File: config.mk
export PLATFORM = sky130hd
export DESIGN_NAME = positional_sequential_list_core
export DESIGN_NICKNAME = d
export VERILOG_FILES = /design/src/rtl/psl_pkg.sv /design/src/rtl/psl_ctrl.sv /design/src/rtl/psl_dp.sv /design/src/rtl/positional_sequential_list_core.sv
export SDC_FILE = /design/constraint.sdc
export NUM_CORES = 1
export LEC_CHECK = 0
export ABC_AREA = 1
export BUFFER_PORTS_ARGS = -buffer_cell sky130_fd_sc_hd__buf_2
export CELL_PAD_IN_SITES_DETAIL_PLACEMENT = 1
export CELL_PAD_IN_SITES_GLOBAL_PLACEMENT = 2
export CORE_UTILIZATION = 30
export CTS_CLUSTER_DIAMETER = 150
export CTS_CLUSTER_SIZE = 14
export DETAILED_ROUTE_END_ITERATION = 6
export PLACE_DENSITY_LB_ADDON = 0.1
export SLEW_MARGIN = 40
export SYNTH_ARGS = -nofsm -noshare
export SYNTH_HDL_FRONTEND = slang
export SYNTH_HIERARCHICAL = 1
export SYNTH_SLANG_ARGS = --single-unit
File: constraint.sdc
create_clock -name i_clk -period 4.4 [get_ports i_clk]
set_input_delay 0.66 -clock i_clk [delete_from_list [all_inputs] [get_ports i_clk]]
set_output_delay 0.66 -clock i_clk [all_outputs]
set_load 0.1 [all_outputs]
File: src/rtl/psl_pkg.sv
// Shared types, codes and command/status bundles for the positional sequential list.
package psl_pkg;

    localparam int CAPACITY_DEF = 16;
    localparam int OUT_POS_W    = 5;

    localparam logic [2:0] REQ_INSERT = 3'd0;
    localparam logic [2:0] REQ_DELETE = 3'd1;
    localparam logic [2:0] REQ_GET    = 3'd2;
    localparam logic [2:0] REQ_LOCATE = 3'd3;
    localparam logic [2:0] REQ_CLEAR  = 3'd4;

    typedef struct packed {
        logic [2:0]         req_type;
        logic [7:0]         position;
        logic signed [31:0] value;
    } t_req;

    typedef struct packed {
        logic                 ok;
        logic signed [31:0]   read_value;
        logic [OUT_POS_W-1:0] found_position;
        logic [OUT_POS_W-1:0] list_length;
    } t_rsp;

    typedef enum logic [3:0] {
        ST_IDLE,
        ST_DECODE,
        ST_INS_CHK,
        ST_INS_WR,
        ST_INS_PUT,
        ST_CAPTURE,
        ST_DEL_CHK,
        ST_DEL_WR,
        ST_LOC_CHK,
        ST_LOC_CMP,
        ST_DONE
    } t_state;

    typedef enum logic [1:0] {
        RD_IDX_M1,
        RD_POS_M1,
        RD_IDX
    } t_rd_sel;

    typedef enum logic [1:0] {
        WR_UP,
        WR_DOWN,
        WR_POS
    } t_wr_sel;

    typedef enum logic [2:0] {
        IDX_HOLD,
        IDX_COUNT,
        IDX_POS,
        IDX_ZERO,
        IDX_DEC,
        IDX_INC
    } t_idx_op;

    typedef enum logic [1:0] {
        CNT_HOLD,
        CNT_INC,
        CNT_DEC,
        CNT_CLR
    } t_cnt_op;

    typedef enum logic [2:0] {
        RES_HOLD,
        RES_FAIL,
        RES_OK,
        RES_READ,
        RES_FOUND
    } t_res_op;

    typedef struct packed {
        logic    latch_req;
        t_idx_op idx_op;
        t_cnt_op cnt_op;
        t_res_op res_op;
        logic    rd_en;
        t_rd_sel rd_sel;
        logic    wr_en;
        t_wr_sel wr_sel;
        logic    load_out;
    } t_cmd;

    typedef struct packed {
        logic [2:0] req_type;
        logic       ins_ok;
        logic       pos_ok;
        logic       idx_ge_pos;
        logic       idx_lt_cnt;
        logic       match;
        logic       out_free;
    } t_sts;

endpackage

File: src/rtl/psl_ctrl.sv
// Controller state machine that sequences list requests over the datapath.
module psl_ctrl (
    input  logic          i_clk,
    input  logic          i_rst_n,
    input  logic          i_in_valid,
    output logic          o_in_ready,
    input  psl_pkg::t_sts i_sts,
    output psl_pkg::t_cmd o_cmd
);
    import psl_pkg::*;

    t_state r_state;
    t_state n_state;

    always_ff @(posedge i_clk) begin
        if (!i_rst_n) begin
            r_state <= ST_IDLE;
        end else begin
            r_state <= n_state;
        end
    end

    always_comb begin
        n_state        = r_state;
        o_in_ready     = 1'b0;
        o_cmd          = '0;
        o_cmd.idx_op   = IDX_HOLD;
        o_cmd.cnt_op   = CNT_HOLD;
        o_cmd.res_op   = RES_HOLD;
        o_cmd.rd_sel   = RD_IDX;
        o_cmd.wr_sel   = WR_UP;
        case (r_state)
            ST_IDLE: begin
                o_in_ready = 1'b1;
                if (i_in_valid) begin
                    o_cmd.latch_req = 1'b1;
                    n_state         = ST_DECODE;
                end
            end
            ST_DECODE: begin
                case (i_sts.req_type)
                    REQ_INSERT: begin
                        if (i_sts.ins_ok) begin
                            o_cmd.idx_op = IDX_COUNT;
                            n_state      = ST_INS_CHK;
                        end else begin
                            o_cmd.res_op = RES_FAIL;
                            n_state      = ST_DONE;
                        end
                    end
                    REQ_DELETE, REQ_GET: begin
                        if (i_sts.pos_ok) begin
                            o_cmd.rd_en  = 1'b1;
                            o_cmd.rd_sel = RD_POS_M1;
                            n_state      = ST_CAPTURE;
                        end else begin
                            o_cmd.res_op = RES_FAIL;
                            n_state      = ST_DONE;
                        end
                    end
                    REQ_LOCATE: begin
                        o_cmd.idx_op = IDX_ZERO;
                        n_state      = ST_LOC_CHK;
                    end
                    REQ_CLEAR: begin
                        o_cmd.cnt_op = CNT_CLR;
                        o_cmd.res_op = RES_OK;
                        n_state      = ST_DONE;
                    end
                    default: begin
                        o_cmd.res_op = RES_FAIL;
                        n_state      = ST_DONE;
                    end
                endcase
            end
            ST_INS_CHK: begin
                if (i_sts.idx_ge_pos) begin
                    o_cmd.rd_en  = 1'b1;
                    o_cmd.rd_sel = RD_IDX_M1;
                    n_state      = ST_INS_WR;
                end else begin
                    n_state = ST_INS_PUT;
                end
            end
            ST_INS_WR: begin
                o_cmd.wr_en  = 1'b1;
                o_cmd.wr_sel = WR_UP;
                o_cmd.idx_op = IDX_DEC;
                n_state      = ST_INS_CHK;
            end
            ST_INS_PUT: begin
                o_cmd.wr_en  = 1'b1;
                o_cmd.wr_sel = WR_POS;
                o_cmd.cnt_op = CNT_INC;
                o_cmd.res_op = RES_OK;
                n_state      = ST_DONE;
            end
            ST_CAPTURE: begin
                o_cmd.res_op = RES_READ;
                if (i_sts.req_type == REQ_GET) begin
                    n_state = ST_DONE;
                end else begin
                    o_cmd.idx_op = IDX_POS;
                    n_state      = ST_DEL_CHK;
                end
            end
            ST_DEL_CHK: begin
                if (i_sts.idx_lt_cnt) begin
                    o_cmd.rd_en  = 1'b1;
                    o_cmd.rd_sel = RD_IDX;
                    n_state      = ST_DEL_WR;
                end else begin
                    o_cmd.cnt_op = CNT_DEC;
                    n_state      = ST_DONE;
                end
            end
            ST_DEL_WR: begin
                o_cmd.wr_en  = 1'b1;
                o_cmd.wr_sel = WR_DOWN;
                o_cmd.idx_op = IDX_INC;
                n_state      = ST_DEL_CHK;
            end
            ST_LOC_CHK: begin
                if (i_sts.idx_lt_cnt) begin
                    o_cmd.rd_en  = 1'b1;
                    o_cmd.rd_sel = RD_IDX;
                    n_state      = ST_LOC_CMP;
                end else begin
                    o_cmd.res_op = RES_FAIL;
                    n_state      = ST_DONE;
                end
            end
            ST_LOC_CMP: begin
                if (i_sts.match) begin
                    o_cmd.res_op = RES_FOUND;
                    n_state      = ST_DONE;
                end else begin
                    o_cmd.idx_op = IDX_INC;
                    n_state      = ST_LOC_CHK;
                end
            end
            ST_DONE: begin
                if (i_sts.out_free) begin
                    o_cmd.load_out = 1'b1;
                    n_state        = ST_IDLE;
                end
            end
            default: begin
                n_state = ST_IDLE;
            end
        endcase
    end

endmodule

File: src/rtl/psl_dp.sv
// Datapath: element memory, count, walk index, result and output registers.
module psl_dp #(
    parameter int CAPACITY = psl_pkg::CAPACITY_DEF
) (
    input  logic          i_clk,
    input  logic          i_rst_n,
    input  psl_pkg::t_req i_in_data,
    input  psl_pkg::t_cmd i_cmd,
    output psl_pkg::t_sts o_sts,
    output logic          o_out_valid,
    input  logic          i_out_ready,
    output psl_pkg::t_rsp o_out_data
);
    import psl_pkg::*;

    localparam int CW = $clog2(CAPACITY + 1);
    localparam int AW = $clog2(CAPACITY);
    localparam int XW = ((CW > 8) ? CW : 8) + 1;

    logic [31:0]          r_mem [CAPACITY];
    t_req                 r_req;
    logic [CW-1:0]        r_idx;
    logic [CW-1:0]        r_count;
    logic [31:0]          r_rdata;
    logic                 r_ok;
    logic [31:0]          r_rv;
    logic [OUT_POS_W-1:0] r_fp;
    logic                 r_out_valid;
    t_rsp                 r_out;

    logic [CW-1:0] n_idx;
    logic [CW-1:0] n_count;
    logic [XW-1:0] pos_x;
    logic [XW-1:0] cnt_x;
    logic [XW-1:0] idx_x;
    logic [XW-1:0] fp_x;
    logic [XW-1:0] rd_ix;
    logic [XW-1:0] wr_ix;
    logic [31:0]   wr_data;

    assign pos_x = XW'(r_req.position);
    assign cnt_x = XW'(r_count);
    assign idx_x = XW'(r_idx);
    assign fp_x  = idx_x + XW'(1);

    assign o_sts.req_type   = r_req.req_type;
    assign o_sts.ins_ok     = (pos_x != '0) && (pos_x <= cnt_x + XW'(1))
                              && (r_count < CW'(CAPACITY));
    assign o_sts.pos_ok     = (pos_x != '0) && (pos_x <= cnt_x);
    assign o_sts.idx_ge_pos = (idx_x >= pos_x);
    assign o_sts.idx_lt_cnt = (r_idx < r_count);
    assign o_sts.match      = (r_rdata == r_req.value);
    assign o_sts.out_free   = !r_out_valid || i_out_ready;

    always_comb begin
        case (i_cmd.rd_sel)
            RD_IDX_M1: rd_ix = idx_x - XW'(1);
            RD_POS_M1: rd_ix = pos_x - XW'(1);
            RD_IDX:    rd_ix = idx_x;
            default:   rd_ix = idx_x;
        endcase
    end

    always_comb begin
        case (i_cmd.wr_sel)
            WR_UP: begin
                wr_ix   = idx_x;
                wr_data = r_rdata;
            end
            WR_DOWN: begin
                wr_ix   = idx_x - XW'(1);
                wr_data = r_rdata;
            end
            WR_POS: begin
                wr_ix   = pos_x - XW'(1);
                wr_data = r_req.value;
            end
            default: begin
                wr_ix   = idx_x;
                wr_data = r_rdata;
            end
        endcase
    end

    always_comb begin
        case (i_cmd.idx_op)
            IDX_COUNT: n_idx = r_count;
            IDX_POS:   n_idx = pos_x[CW-1:0];
            IDX_ZERO:  n_idx = '0;
            IDX_DEC:   n_idx = r_idx - CW'(1);
            IDX_INC:   n_idx = r_idx + CW'(1);
            default:   n_idx = r_idx;
        endcase
    end

    always_comb begin
        case (i_cmd.cnt_op)
            CNT_INC: n_count = r_count + CW'(1);
            CNT_DEC: n_count = r_count - CW'(1);
            CNT_CLR: n_count = '0;
            default: n_count = r_count;
        endcase
    end

    always_ff @(posedge i_clk) begin
        if (i_cmd.wr_en) begin
            r_mem[wr_ix[AW-1:0]] <= wr_data;
        end
        if (i_cmd.rd_en) begin
            r_rdata <= r_mem[rd_ix[AW-1:0]];
        end
    end

    always_ff @(posedge i_clk) begin
        if (i_cmd.latch_req) begin
            r_req <= i_in_data;
        end
        r_idx <= n_idx;
        case (i_cmd.res_op)
            RES_FAIL: begin
                r_ok <= 1'b0;
                r_rv <= '0;
                r_fp <= '0;
            end
            RES_OK: begin
                r_ok <= 1'b1;
                r_rv <= '0;
                r_fp <= '0;
            end
            RES_READ: begin
                r_ok <= 1'b1;
                r_rv <= r_rdata;
                r_fp <= '0;
            end
            RES_FOUND: begin
                r_ok <= 1'b1;
                r_rv <= '0;
                r_fp <= fp_x[OUT_POS_W-1:0];
            end
            default: begin
                r_ok <= r_ok;
            end
        endcase
        if (i_cmd.load_out) begin
            r_out.ok             <= r_ok;
            r_out.read_value     <= r_rv;
            r_out.found_position <= r_fp;
            r_out.list_length    <= cnt_x[OUT_POS_W-1:0];
        end
    end

    always_ff @(posedge i_clk) begin
        if (!i_rst_n) begin
            r_count     <= '0;
            r_out_valid <= 1'b0;
        end else begin
            r_count <= n_count;
            if (i_cmd.load_out) begin
                r_out_valid <= 1'b1;
            end else if (i_out_ready) begin
                r_out_valid <= 1'b0;
            end
        end
    end

    assign o_out_valid = r_out_valid;
    assign o_out_data  = r_out;

`ifndef SYNTHESIS
    a_count_range: assert property (@(posedge i_clk) disable iff (!i_rst_n)
        r_count <= CW'(CAPACITY))
        else $error("element count exceeds capacity");

    a_write_in_range: assert property (@(posedge i_clk) disable iff (!i_rst_n)
        i_cmd.wr_en |-> (wr_ix < XW'(CAPACITY)))
        else $error("write outside the store");

    a_read_live: assert property (@(posedge i_clk) disable iff (!i_rst_n)
        i_cmd.rd_en |-> (rd_ix < cnt_x))
        else $error("read of an entry beyond the list");

    a_load_free: assert property (@(posedge i_clk) disable iff (!i_rst_n)
        i_cmd.load_out |-> (!r_out_valid || i_out_ready))
        else $error("result register overwritten before transfer");
`endif

endmodule

File: src/rtl/positional_sequential_list_core.sv
// Clear and rejected requests go straight to the result; get reads one entry. Insert shifts entries
// up from the tail to the position, delete shifts later entries down, and locate compares entries
// from the head. Each shifted entry is read, then written; each searched entry is read, then compared.
// One request is in work at a time: input is ready in the cycle after the result loads into the
// output register, which loads only once the previous result has transferred.
// Reset empties the list (count to zero) and drops any pending result; no clearing pass.
module positional_sequential_list_core #(
    parameter int CAPACITY = psl_pkg::CAPACITY_DEF
) (
    input  logic          i_clk,
    input  logic          i_rst_n,
    input  logic          i_in_valid,
    output logic          o_in_ready,
    input  psl_pkg::t_req i_in_data,
    output logic          o_out_valid,
    input  logic          i_out_ready,
    output psl_pkg::t_rsp o_out_data
);
    import psl_pkg::*;

    t_cmd cmd;
    t_sts sts;

    psl_ctrl u_ctrl (
        .i_clk      (i_clk),
        .i_rst_n    (i_rst_n),
        .i_in_valid (i_in_valid),
        .o_in_ready (o_in_ready),
        .i_sts      (sts),
        .o_cmd      (cmd)
    );

    psl_dp #(
        .CAPACITY (CAPACITY)
    ) u_dp (
        .i_clk       (i_clk),
        .i_rst_n     (i_rst_n),
        .i_in_data   (i_in_data),
        .i_cmd       (cmd),
        .o_sts       (sts),
        .o_out_valid (o_out_valid),
        .i_out_ready (i_out_ready),
        .o_out_data  (o_out_data)
    );

endmodule

# Yosys cells after proc, flatten, opt, wreduce, memory -nomap -nowiden
# Memory sizes are Yosys's and may differ from the RTL's. A register that Yosys moved wholly into a read port is not among the register bits.
# Index checks and enable logic that the tools add are counted.
[op_classes]
n_addsub = 8
order_cmp = 5
n_eq_ne = 32
muxes = 48
reduce_logical = 21
[ops]
columns = ["operator", "n"]
rows = [
  ["32-bit one-hot mux with 2 select lines", 1],
  ["4-bit one-hot mux with 11 select lines", 1],
  ["32-bit == test", 1],
  ["32-bit 2-to-1 mux", 1],
  ["3-bit one-hot mux with 5 select lines", 2],
  ["5-bit one-hot mux with 5 select lines", 1],
  ["4-bit 2-to-1 mux", 6],
  ["3-bit 2-to-1 mux", 7],
  ["3-bit by 2-bit == test with 1-bit output (second input constant)", 6],
  ["3-bit one-hot mux with 3 select lines", 2],
  ["4-bit by 3-bit == test with 1-bit output (second input constant)", 4],
  ["4-bit one-hot mux with 2 select lines", 2],
  ["5-bit by 1-bit adder with 5-bit output (second input constant)", 3],
  ["5-bit one-hot mux with 3 select lines", 1],
  ["1-bit 2-to-1 mux", 13],
  ["3-bit == test (second input constant)", 4],
  ["4-bit == test (second input constant)", 3],
  ["3-bit one-hot mux with 4 select lines", 1],
  ["4-bit one-hot mux with 3 select lines", 1],
  ["2-bit 2-to-1 mux", 5],
  ["5-bit one-hot mux with 2 select lines", 1],
  ["5-bit by 1-bit subtractor with 5-bit output (second input constant)", 2],
  ["3-bit by 1-bit == test with 1-bit output (second input constant)", 3],
  ["9-bit nonzero test", 1],
  ["other kinds (27)", 42],
]
[word_totals]
reg_bits = 139
mem_bits_rw = 512
output_inout_bits = 45
word_cells = 129
n_memories = 1
[mem_list]
columns = ["name", "words", "word_bits", "read_ports", "rd_ports_with_merged_regs", "write_ports", "line", "text"]
rows = [
  ["u_dp.r_mem", 16, 32, 1, 1, 1, "psl_dp.sv:20", "logic [31:0] r_mem [CAPACITY];"],
]

# Longest topological paths before layout
# Gate-level depths: netlist of run 1.
[logic_depth]
depth_word = 10
ltp_mapped = 20
mapped_depth_nobuf = 19

# By module
# Netlist of run 1, hierarchy kept.
[by_module_without_submodules]
columns = ["module", "instances", "cells_per_inst", "area_each_um2", "seq_area_each_um2"]
rows = [
  ["psl_dp", 1, 2823, 30503.0, 20329.5],
  ["psl_ctrl", 1, 116, 609.3, 80.1],
]

# Worst setup path after synthesis of run 1
# Ideal clock, no wire load.
[synth_path]
path_type = "register -> register"
startpoint = "register u_dp.r_out_valid, in the netlist u_dp/o_out_valid"
endpoint = "register u_dp.r_out (netlist bit u_dp/o_out_data[0]) (enable)"
arrival_ps = 3934
required_ps = 3901
slack_ps = -34
stages_incl_launch_ff = 4
path_buffers = 0
period_less_slack_ps = 4434
cell_sequence = "dfxtp_1 > nand2_1 > inv_1 > nor3_1"
[synth_lines]
columns = ["element", "line", "text"]
rows = [
  ["start, declared", "psl_dp.sv:28", "logic r_out_valid;"],
  ["start signal, assigned", "psl_dp.sv:155", "r_out_valid <= 1'b0;"],
  ["start signal, assigned", "psl_dp.sv:159", "r_out_valid <= 1'b1;"],
  ["start signal, assigned", "psl_dp.sv:161", "r_out_valid <= 1'b0;"],
  ["end, declared", "psl_dp.sv:29", "t_rsp r_out;"],
]

==> results.json, run 1 <==
{
  "wl_per_cell_um": 23.7,
  "min_from": "i_in_data[28]",
  "timing.hold.ws_ns": 0.171,
  "clkSinkCount": 683,
  "dp_hpwl_mm": 59.1,
  "hold_viol": 0,
  "tritoncts": "yes",
  "final_common_cell": "edfxtp_1",
  "instances_no_fill": 4415,
  "fin_crit_ns": 3.93,
  "synth_top_family_by_area": "simple AND/OR/NAND/NOR gates",
  "ant_nets": 0,
  "dr.pass1.iters": 5,
  "critPathKind": "flop to flop",
  "r2r_slack_ns": 0.47,
  "synth_cell_types": 40,
  "start_util": 0.304,
  "hold_depth": 1,
  "hp-class": "input port to flop",
  "grt_pass1_wl_mm": 155,
  "setup_viol": 0,
  "die_w_um": 324,
  "status": "finished, final reports clean",
  "layout_setup_ws_ns": 0.469,
  "postCtsHoldBufs": 0,
  "io_pins": 92,
  "syn-num-nets": 3016,
  "report.final.slew_viol_count": 0,
  "worst_slew_pin_slew_ns": 0.903,
  "via_count": 21700,
  "layout_common_cells": "673 x edfxtp_1, 615 x inv_1, 484 x nand3_1",
  "area_growth_pct": 14.0,
  "p_leak_nw": 14.4,
  "max_freq_mhz": 254,
  "synthMuxAreaShare": 0,
  "die_y_um": 324,
  "diodes": 0,
  "gr-total-overflow": 0,
  "yosysSeqAreaShare": 0.656,
  "viasPerCell": 4.91,
  "root_buffer": "clkbuf_16",
  "place_congestion": 0.817,
  "grt_pass1_vias": 22700,
  "slew_headroom": 0.393,
  "worst_r2r_path_depth": 21,
  "htreeDepth": 2,
  "antenna_found_initial": 1,
  "final_nets": 3100,
  "clk_pin_slew_ns": 0.07,
  "finalPower_w": 0.0203,
  "synth_warnings": 6,
  "reg2reg_from": "u_dp/r_count[0]",
  "synth_area_um2": 31100,
  "rsz0062_at_grt": "no",
  "peakVddDrop_v": 0.000380,
  "synth_area_per_cell_um2": 10.6,
  "wirelength_mm": 105,
  "ys_seq_elements": 683,
  "power-per-cell-area_nw_per_um2": 572,
  "end_kind": "flop",
  "synth_xor_xnor_area_share": 0.00953,
  "worstPathMaxFanout": 32,
  "grt_max_degree": 116,
  "place_ws_ns": 0.312,
  "synth_fa_ha_area_frac": 0.0123,
  "startpoint_type": "flop",
  "max_cap_violations": 0,
  "drc": 0,
  "clock_latency_ns": 0.67,
  "syn_inst": 2939,
  "rows": 117,
  "fin_tns_setup_ns": 0,
  "drive_gt1_frac": 0.107,
  "cts_buffers": 54,
  "cp.arrival_ns": 4.32,
  "grt.total_usage": 0.203,
  "cts.path.max_buffers": 3,
  "n_fill_cell": 11300,
  "synth-simple-area-share": 0.204,
  "worstHoldEndpoint": "u_dp/r_req[28]",
  "synth-compound-area-share": 0.0148,
  "timing.rr.end": "u_dp/r_rv[2]",
  "die_area_um2": 105000,
  "initialDrtViolationCount": 1397,
  "dp.cells": 4334,
  "worst-endpoint-required_ns": 4.78,
  "clock_skew_ns": 0.0339,
  "port_buffers": 91,
  "core_area_um2": 102000,
  "fin_crit_sh": 0.893
}
==> Yosys cell counts (all sizes together) <==
cell type | number | area [um2]
edfxtp | 673 | 20200
inv | 622 | 2330
nand3 | 489 | 2460
nand2 | 438 | 1660
nand4 | 268 | 1680
buf | 154 | 818
nor2 | 101 | 418
o21ai | 46 | 230
ha | 29 | 363
xnor2 | 22 | 193
a21oi | 19 | 95.1
clkbuf | 18 | 67.6
or2 | 11 | 68.8
xor2 | 11 | 104
dfxtp | 10 | 200
nor3 | 10 | 55.1
o2111ai | 6 | 52.6
a31oi | 2 | 18.8
o211ai | 2 | 15.0
a2111oi | 1 | 8.76
a211oi | 1 | 7.51
a221oi | 1 | 8.76
a2bb2oi | 1 | 8.76
a31o | 1 | 8.76
fa | 1 | 20.0
nor3b | 1 | 7.51
o22ai | 1 | 6.26
==> logic make-up (layout without fill, tap and decap cells) <==
group	after synthesis	in the layout
flip-flops	683	683
XOR/XNOR	33	33
AO/OA/AOI/OAI	81	81
AND/OR/NAND/NOR	1318	1318
adder cells (fa/ha/maj)	30	30
buffers and inverters	794	902
==> what timing repair did <==
item / 4_1_cts / 5_1_grt
setup endpoints to repair: 0 / 23
resized for setup: 0 / 1
setup buffers: 0 / 0
==> worst max-delay path, stage by stage (launching register included) <==
cell and delay, ns:
dfxtp_1 0.47, inv_1 0.21, nor3_2 0.30, xor2_1 0.18
inv_1 0.06, ha_1 0.30, a21oi_1 0.13, o21ai_0 0.09
nand2_1 0.06, a21oi_1 0.08, nor3b_1 0.20, buf_4 0.16
inv_1 0.04, nand2_1 0.05, nand2_1 0.05, nand2_1 0.10
nand4_1 0.14, nor3_1 0.27, a21oi_1 0.17, o22ai_4 0.19
buf_12 0.28, nor2_1 0.09
==> how the worst max path moves through the flow <==
stage / startpoint / endpoint / slack [ns]
3_5_place_dp: u_dp/r_count[0] / u_dp/r_rv[2] / 0.31
2_1_floorplan: u_dp/r_count[0] / u_dp/r_rv[0] / 0.80
6_report: u_dp/r_count[0] / u_dp/r_rv[2] / 0.47
3_3_place_gp: u_dp/r_count[0] / u_dp/r_rv[4] / 0.40
5_1_grt: u_dp/r_count[0] / u_dp/r_rv[7] / 0.04
4_1_cts: u_dp/r_count[0] / u_dp/r_rv[2] / 0.28
==> state kept, by name, summed over array words and instances, names as in the netlist <==
name,cells
u_dp/r_mem,512
u_dp/o_out_data,43
u_dp/r_rdata,32
u_dp/r_req,32
u_dp/r_rv,32
u_dp/pos_x,8
u_dp/r_count,5
u_dp/r_fp,5
u_dp/r_idx,5
u_ctrl/r_state,4
u_dp/o_sts,3
u_dp/o_out_valid,1
u_dp/r_ok,1
==> layout make-up <==
class                           count  area [um2]  share of cell area
Multi-Input combinational cell   1462        7740               0.218
Inverter                          622        2340              0.0659
Sequential cell                   683       20400               0.576
Clock inverter                      1        5.00            0.000141
Clock buffer                       79        1510              0.0425
Tap cell                         1368        1710              0.0483
Timing Repair Buffer              200        1750              0.0495
==> per-stage QoR <==
stage	cell area, um2	utilization
detailed placement	33900	0.331
CTS	35400	0.346
finish	35500	0.347
global placement	33900	0.331
floorplan	31100	-
global route	35500	0.347
==> power by group <==
| part | internal, W | leakage (nW) | switching [W] |
|---|---|---|---|
| Sequential | 0.00833 | 6.18 | 0.000335 |
| Clock | 0.00234 | 0.732 | 0.00236 |
| Combinational | 0.00200 | 7.44 | 0.00490 |
| Total | 0.0127 | 14.4 | 0.00760 |
==> routing by layer <==
metal  global-route usage  part of all wire
met5                    0                 0
met1                0.273              0.46
met4               0.0481             0.023
met3               0.0247             0.033
met2                0.345              0.48
Note: power is estimated with default switching activity, not from simulation.
==> run 2, diff against run 1 <==
--- a/config.mk
+++ b/config.mk
@@ -8,7 +8,7 @@
 export ABC_AREA = 1
 export BUFFER_PORTS_ARGS = -buffer_cell sky130_fd_sc_hd__buf_2
 export CELL_PAD_IN_SITES_DETAIL_PLACEMENT = 1
-export CELL_PAD_IN_SITES_GLOBAL_PLACEMENT = 2
+export CELL_PAD_IN_SITES_GLOBAL_PLACEMENT = 1
 export CORE_UTILIZATION = 30
 export CTS_CLUSTER_DIAMETER = 150
 export CTS_CLUSTER_SIZE = 14
==> run 2 against run 1 <==
Clock skew shrank 0.011 ns. Core utilization shrank 0.18 points. Sequential share of layout area grew 0.31 points. Global-route usage shrank 0.60 points. Final area shrank 0.53%. Critical path depth shrank 2. Worst hold slack lost 0.0048 ns. Flip-flop and latch count is the same. Sequential power is essentially flat. Non-clock buffer count shrank 8. Clock power shrank 3%.
==> results.json, run 2 (synthesis results as in run 1) <==
{
  "status": "finished, final reports clean",
  "power-per-cell-area_nw_per_um2": 567,
  "slew_headroom": 0.345,
  "worst-endpoint-required_ns": 4.80,
  "die_y_um": 324,
  "final_common_cell": "edfxtp_1",
  "tritoncts": "yes",
  "dp.cells": 4327,
  "layout_common_cells": "673 x edfxtp_1, 615 x inv_1, 484 x nand3_1",
  "ant_nets": 0,
  "cts.path.max_buffers": 3,
  "max_cap_violations": 0,
  "via_count": 21700,
  "start_util": 0.304,
  "die_area_um2": 105000,
  "rows": 117,
  "core_area_um2": 102000,
  "path_cells": "inv_1, ha_1, nand2_1, o21ai_0, o21ai_0, nand2_1, a21oi_1, nand3_4, inv_2, a31oi_2, nor2_2, inv_1, nor2_1, nor2_4, inv_2, buf_4, nand3_1, nand3_1, nand2_1",
  "setup_viol": 0,
  "htreeDepth": 2,
  "cp.arrival_ns": 4.43,
  "use_met3": 0.0257,
  "dp_hpwl_mm": 55.1,
  "instances_no_fill": 4396,
  "grt.total_usage": 0.197,
  "fin_crit_sh": 0.917,
  "grt_pass1_wl_mm": 151,
  "met2_usage": 0.334,
  "startpoint_type": "flop",
  "port_buffers": 91,
  "clock_latency_ns": 0.67,
  "drc": 0,
  "multiInputGateArea_um2": 7730,
  "critPathKind": "flop to flop",
  "area_growth_pct": 13.4,
  "cts_setup_buffers": 0,
  "dr.pass1.iters": 7,
  "rsz0062_at_grt": "no",
  "fin_crit_ns": 4.03,
  "place_congestion": 0.784,
  "drive_gt1_frac": 0.105,
  "hold_viol": 0,
  "wl_per_cell_um": 23.3,
  "use_met1": 0.262,
  "wirelength_mm": 102,
  "worstPathMaxFanout": 22,
  "grt_max_degree": 151,
  "clkSinkCount": 683,
  "fin_tns_setup_ns": 0,
  "top_usage_layer": "met2",
  "final_nets": 3092,
  "critPathMostFrequentCell": "nand2_1",
  "largest_reg_flops": 512,
  "grt_pass1_vias": 22400,
  "initialDrtViolationCount": 1450,
  "root_buffer": "clkbuf_16",
  "end_kind": "flop",
  "antenna_found_initial": 4,
  "cpPeakStageDelay_ns": 0.50,
  "cts_buffers": 54,
  "final_core_utilization": 0.345,
  "clk_pin_slew_ns": 0.07,
  "clock_skew_ns": 0.0225,
  "hp-class": "input port to flop",
  "worst_slew_pin_slew_ns": 0.983,
  "viasPerCell": 4.94,
  "report.final.slew_viol_count": 0,
  "gr-total-overflow": 0,
  "n_fill_cell": 11200,
  "cp_slowest_cell": "dfxtp_1",
  "max_freq_mhz": 248,
  "p_leak_nw": 14.3,
  "peakVddDrop_v": 0.000403,
  "seqCellArea_um2": 20400,
  "die_w_um": 324,
  "io_pins": 92
}
## run 2: cell types whose count changed in the layout (fill, tap and decap cells not counted), sizes merged
cell / before / now
inv: 622 / 623
buf: 199 / 192
diode: 0 / 2
clkbuf: 80 / 65
## run 2: layout make-up
cell class	count	area share
Tap cell	1368	0.0485
Clock buffer	65	0.0401
Antenna cell	2	0.000142
Inverter	622	0.0663
Sequential cell	683	0.579
Clock inverter	2	0.000390
Multi-Input combinational cell	1462	0.219
Timing Repair Buffer	192	0.0468
## run 2: layer usage
layer / part of all wire / wire (um)
met1: 0.46 / 46600
met5: 0 / 0
met3: 0.039 / 3990
met4: 0.023 / 2380
met2: 0.48 / 49400
## run 2: critical path, delay by kind of cell, from the launching register on
family,cells,cell delay [ns]
fa+ha+maj,1,0.33
simple gates,9,1.35
buf+inv,5,0.86
compound gates,4,0.70
flops,1,0.50
## run 2: path summary, 6_finish.rpt
path,end,start,cells past startpoint,slack (ns)
worst min register to register,u_dp/o_out_data[15],u_dp/r_rv[5],0,0.42
worst max register to register,u_dp/r_rdata[0],u_dp/r_count[2],19,0.37
worst max-delay path,u_dp/r_rdata[0],u_dp/r_count[2],19,0.37
worst min-delay path,u_dp/pos_x[2],i_in_data[34],1,0.17
## run 2: metrics by stage
stage                     total power (W)  area (um2)  setup WS [ns]  hold slack (ns)
after detailed placement           0.0157       33800          0.281            0.405
after floorplan                    0.0129       31100          0.796            0.400
after CTS                          0.0203       35300          0.231            0.107
after global routing               0.0211       35300         0.0623            0.129
after global placement             0.0155       33800          0.383            0.406
final                              0.0200       35300          0.365            0.167
## run 2: power breakdown
part	switching [W]	leakage, nW	internal [W]
clock	0.00234	0.698	0.00223
sequential	0.000357	6.18	0.00833
combinational	0.00478	7.38	0.00194
total	0.00748	14.3	0.0125
## run 2: timing repair
item	CTS	global route
endpoints found under the setup margin	0	64
hold buffers	0	0
gates resized for setup	0	1
